File: config.mk
export PLATFORM = sky130hd
export DESIGN_NAME = bnms_iou
export DESIGN_NICKNAME = d
export VERILOG_FILES = /design/src/design/bnms_iou.sv
export SDC_FILE = /design/constraint.sdc
export NUM_CORES = 2
export LEC_CHECK = 0
export BUFFER_PORTS_ARGS = -buffer_cell sky130_fd_sc_hd__buf_4
export CORE_UTILIZATION = 60
export CTS_CLUSTER_SIZE = 28
export DETAILED_ROUTE_END_ITERATION = 8
export HOLD_SLACK_MARGIN = 0.06
export PLACE_DENSITY_LB_ADDON = 0.08
export SLEW_MARGIN = 20
export SYNTH_ARGS = -nofsm -noshare
export SYNTH_HDL_FRONTEND = slang
export SYNTH_SLANG_ARGS = --single-unit
File: constraint.sdc
create_clock -name clk -period 12.3 [get_ports clk]
set_input_delay 0.615 -clock clk [delete_from_list [all_inputs] [get_ports clk]]
set_output_delay 0.615 -clock clk [all_outputs]
set_load 0.01 [all_outputs]
File: src/design/bnms_iou.sv
// Pairwise overlap test: one register stage (areas and intersection),
// then the threshold compare. No dependencies.
`timescale 1ns / 1ps
`default_nettype none
module bnms_iou (
  input  wire logic        clk,
  input  wire logic [11:0] ax, ay, aw, ah,
  input  wire logic [11:0] bx, by, bw, bh,
  input  wire logic [15:0] thr,
  output logic             hit
);
  logic [12:0] ae_x, be_x, ae_y, be_y, x1, y1, x2, y2;
  logic signed [14:0] w, h;
  logic [13:0] wc, hc;
  logic [27:0] inter_r, inter_nxt;
  logic [24:0] areas_r, areas_nxt;
  logic signed [29:0] uni;
  logic [45:0] lhs;
  logic [46:0] rhs;

  always_comb begin
    ae_x = {1'b0, ax} + {1'b0, aw};
    be_x = {1'b0, bx} + {1'b0, bw};
    ae_y = {1'b0, ay} + {1'b0, ah};
    be_y = {1'b0, by} + {1'b0, bh};
    x1 = (ax > bx) ? {1'b0, ax} : {1'b0, bx};
    y1 = (ay > by) ? {1'b0, ay} : {1'b0, by};
    x2 = (ae_x < be_x) ? ae_x : be_x;
    y2 = (ae_y < be_y) ? ae_y : be_y;
    w = $signed({2'b0, x2}) - $signed({2'b0, x1}) + 15'sd1;
    h = $signed({2'b0, y2}) - $signed({2'b0, y1}) + 15'sd1;
    wc = w[14] ? 14'd0 : w[13:0];
    hc = h[14] ? 14'd0 : h[13:0];
    inter_nxt = wc * hc;
    areas_nxt = {1'b0, {12'b0, aw} * {12'b0, ah}} + {1'b0, {12'b0, bw} * {12'b0, bh}};
    uni = $signed({5'b0, areas_r}) - $signed({2'b0, inter_r});
    lhs = {2'b0, inter_r, 16'b0};
    rhs = {1'b0, thr} * {1'b0, uni[28:0]};
    hit = !uni[29] && (uni != 30'sd0) && ({1'b0, lhs} > rhs);
  end

  always_ff @(posedge clk) begin
    inter_r <= inter_nxt;
    areas_r <= areas_nxt;
  end
endmodule
`default_nettype wire

==> results.json <==
{
  "hpwl_microns": 88200,
  "portBuffers": 113,
  "via_per_inst": 5.62,
  "grt.overflow.total": 0,
  "drc": 0,
  "most-common-layout-cells": "901 x inv_1, 756 x fa_1, 673 x nand2_1",
  "ys.flop_type": "dfxtp_1",
  "antenna_found_initial": 0,
  "start_util_pct": 60.7,
  "dieArea_sq_mm": 0.0661,
  "muxShareOfSynthArea_pct": 1.08,
  "synth_simple_gate_area_share_pct": 16.9,
  "htreeDepth": 2,
  "track_usage_pct": 32.1,
  "ant_nets": 0,
  "synth-compound-area-share_pct": 10.2,
  "synth_seq_cells": 53,
  "yosysSeqAreaShare_pct": 2.72,
  "startpoint_type": "flop",
  "slew-limit-headroom_pct": 30.4,
  "hold_path.class": "in2reg",
  "routedWlPerCell_microns": 18.7,
  "finalCritPeriodShare_pct": 97.0,
  "cap_violations": 0,
  "async_flop_share_pct": 0,
  "worst-path-max-fanout": 12,
  "syn-num-nets": 5926,
  "final_common_cell": "inv_1",
  "drive_above_1_share_pct": 9.80,
  "cts_root_buf": "clkbuf_16",
  "endpoint_kind": "primary output",
  "synth_edf_count": 0,
  "via_count": 31200,
  "fin_tns_setup_ns": 0,
  "die_h_microns": 257,
  "critPathMaxStageDelay_ns": 0.55,
  "fin_area_sq_mm": 0.0427,
  "rsz0062_at_grt": "true",
  "whs_ns": 0.944,
  "cts_max_path_buffers": 2,
  "syn_inst": 4555,
  "num-fill-cells": 5504,
  "grt_max_degree": 30,
  "crit_arrival_ns": 11.32,
  "yosysWarningCount": 0,
  "synthAdderAreaFrac_pct": 55.1,
  "wl_met2_microns": 51100,
  "critPathBufInv": 9,
  "cts_made_buffers": 5,
  "finalCriticalPeriod_ns": 11.94,
  "placed_cell_area_sq_mm": 0.0415,
  "area_growth_pct": 9.43,
  "synthXorXnorAreaFrac_pct": 3.74,
  "cts_sinks": 53,
  "die_w_microns": 257,
  "slew_viol_final": 0,
  "slowest_stage": "fa_1",
  "finalHoldViolCount": 0,
  "row_count": 93,
  "topRoutingLayerUsed": "met4",
  "final_nets": 6072,
  "grt_pass1_vias": 32600,
  "routed-wl-met3_microns": 4990,
  "fmax_mhz": 83.8,
  "crit_required_ns": 11.69,
  "path_delay_family": "adder cells",
  "ys_types": 91,
  "drt_wl_total_microns": 104000,
  "mappedNetlistArea_sq_mm": 0.0390,
  "status": "finished, final reports clean",
  "io_pins": 114,
  "place_inst": 5510,
  "cts-hold-fix-buffers": 0,
  "place.gp.congestion": 0.971,
  "insertedDiodeCount": 0,
  "synth_top_family_by_area": "adder cells",
  "cts_tree": "yes",
  "fp.coreArea_sq_mm": 0.0643,
  "layout.cells.non_filler": 5557,
  "syn_avg_cell_area_sq_um": 8.57,
  "grt_pass1_wl_microns": 170000,
  "dr.pass1.iters": 5,
  "initialDrtViolationCount": 1695,
  "path_clk_slew_ns": 0.07,
  "met1_length_microns": 44000,
  "setup_viol": 0,
  "critPathKind": "reg2out",
  "tightestPinTransition_ns": 1.03
}
## per-layer routing
layer	track usage, %	vias up
met5	0	-
li1	-	14600
met1	42.4	15600
met4	10.8	0
met3	2.30	162
met2	55.7	938
## path summary, 6_finish.rpt
path,start,endpoint,slack [ns],depth (start not counted)
max,inter_r[11],hit,0.36,42
min,ah[0],areas_r[0],0.94,4
## worst min-delay path, stage by stage
cell and delay [ns]:
buf_4 0.08, buf_4 0.18, and2_1 0.15, ha_1 0.17
## final cells by class
| class | instances | area [sq um] | area share, % |
|---|---|---|---|
| sequential | 53 | 1060 | 2.49 |
| inverter | 903 | 3390 | 7.93 |
| multi-input combinational | 3436 | 34600 | 81.1 |
| clock inverter | 3 | 28.8 | 0.0674 |
| timing repair buffer | 302 | 2390 | 5.60 |
| clock buffer | 5 | 125 | 0.293 |
| tap | 855 | 1070 | 2.50 |
## through the flow
| stage | setup WS, ns | utilization, % |
|---|---|---|
| detailed placement | -0.357 | 64.6 |
| finish | 0.364 | 66.4 |
| global placement | -0.104 | 64.6 |
| CTS | 0.0367 | 64.9 |
| floorplan | 0.365 | - |
| global route | -0.164 | 66.4 |
## cells by family (layout without fill, tap and decap cells)
| logic type | Yosys count | after routing |
|---|---|---|
| adder cells (fa/ha/maj) | 1260 | 1260 |
| buffers and inverters | 1067 | 1213 |
| multiplexers | 41 | 41 |
| AND/OR/NAND/NOR | 1382 | 1382 |
| flip-flops | 53 | 53 |
| XOR/XNOR | 166 | 167 |
| AO/OA/AOI/OAI | 586 | 586 |
## state kept, by name, indices dropped and copies added, names as in the netlist
signal	flops
areas_r	25
inter_r	28
## cell usage after synthesis (all sizes together) (5+ instances only)
cell type	count	area, sq um
a211o	9	78.8
a311oi	5	50.0
buf	22	108
o211ai	10	75.1
o21a	29	218
nand2b	30	188
nor3b	10	75.1
nor2	146	551
dfxtp	53	1060
or2	13	81.3
nand3b	7	52.6
nand2	673	2530
o21bai	24	180
nor3	50	250
nand3	44	220
inv	903	3390
nor4b	5	50.0
xnor2	110	963
and2	251	1570
and4	5	43.8
and3	29	181
a211oi	15	123
a21oi	147	781
nor2b	56	350
a21o	103	773
clkbuf	142	533
o31ai	8	60.1
nor4	9	71.3
a21boi	17	154
ha	491	6140
nand4	26	163
fa	767	15400
o2111ai	6	52.6
mux2	8	90.1
o311ai	7	61.3
or3	14	87.6
o21ai	123	616
or4	7	52.6
mux2i	33	330
a31oi	22	159
a2111oi	15	156
xor2	56	498
a221o	5	51.3
## what timing repair did
action                                 CTS  global route
pin swaps                                0            70
cloned                                   0             3
setup buffers                            0            37
endpoints found under the hold margin    0             0
resized for setup                       12           128
setup endpoints to repair                3            16
Power is not shown: default switching activity piles up to over one toggle a cycle in this logic, so the estimate is an artifact.
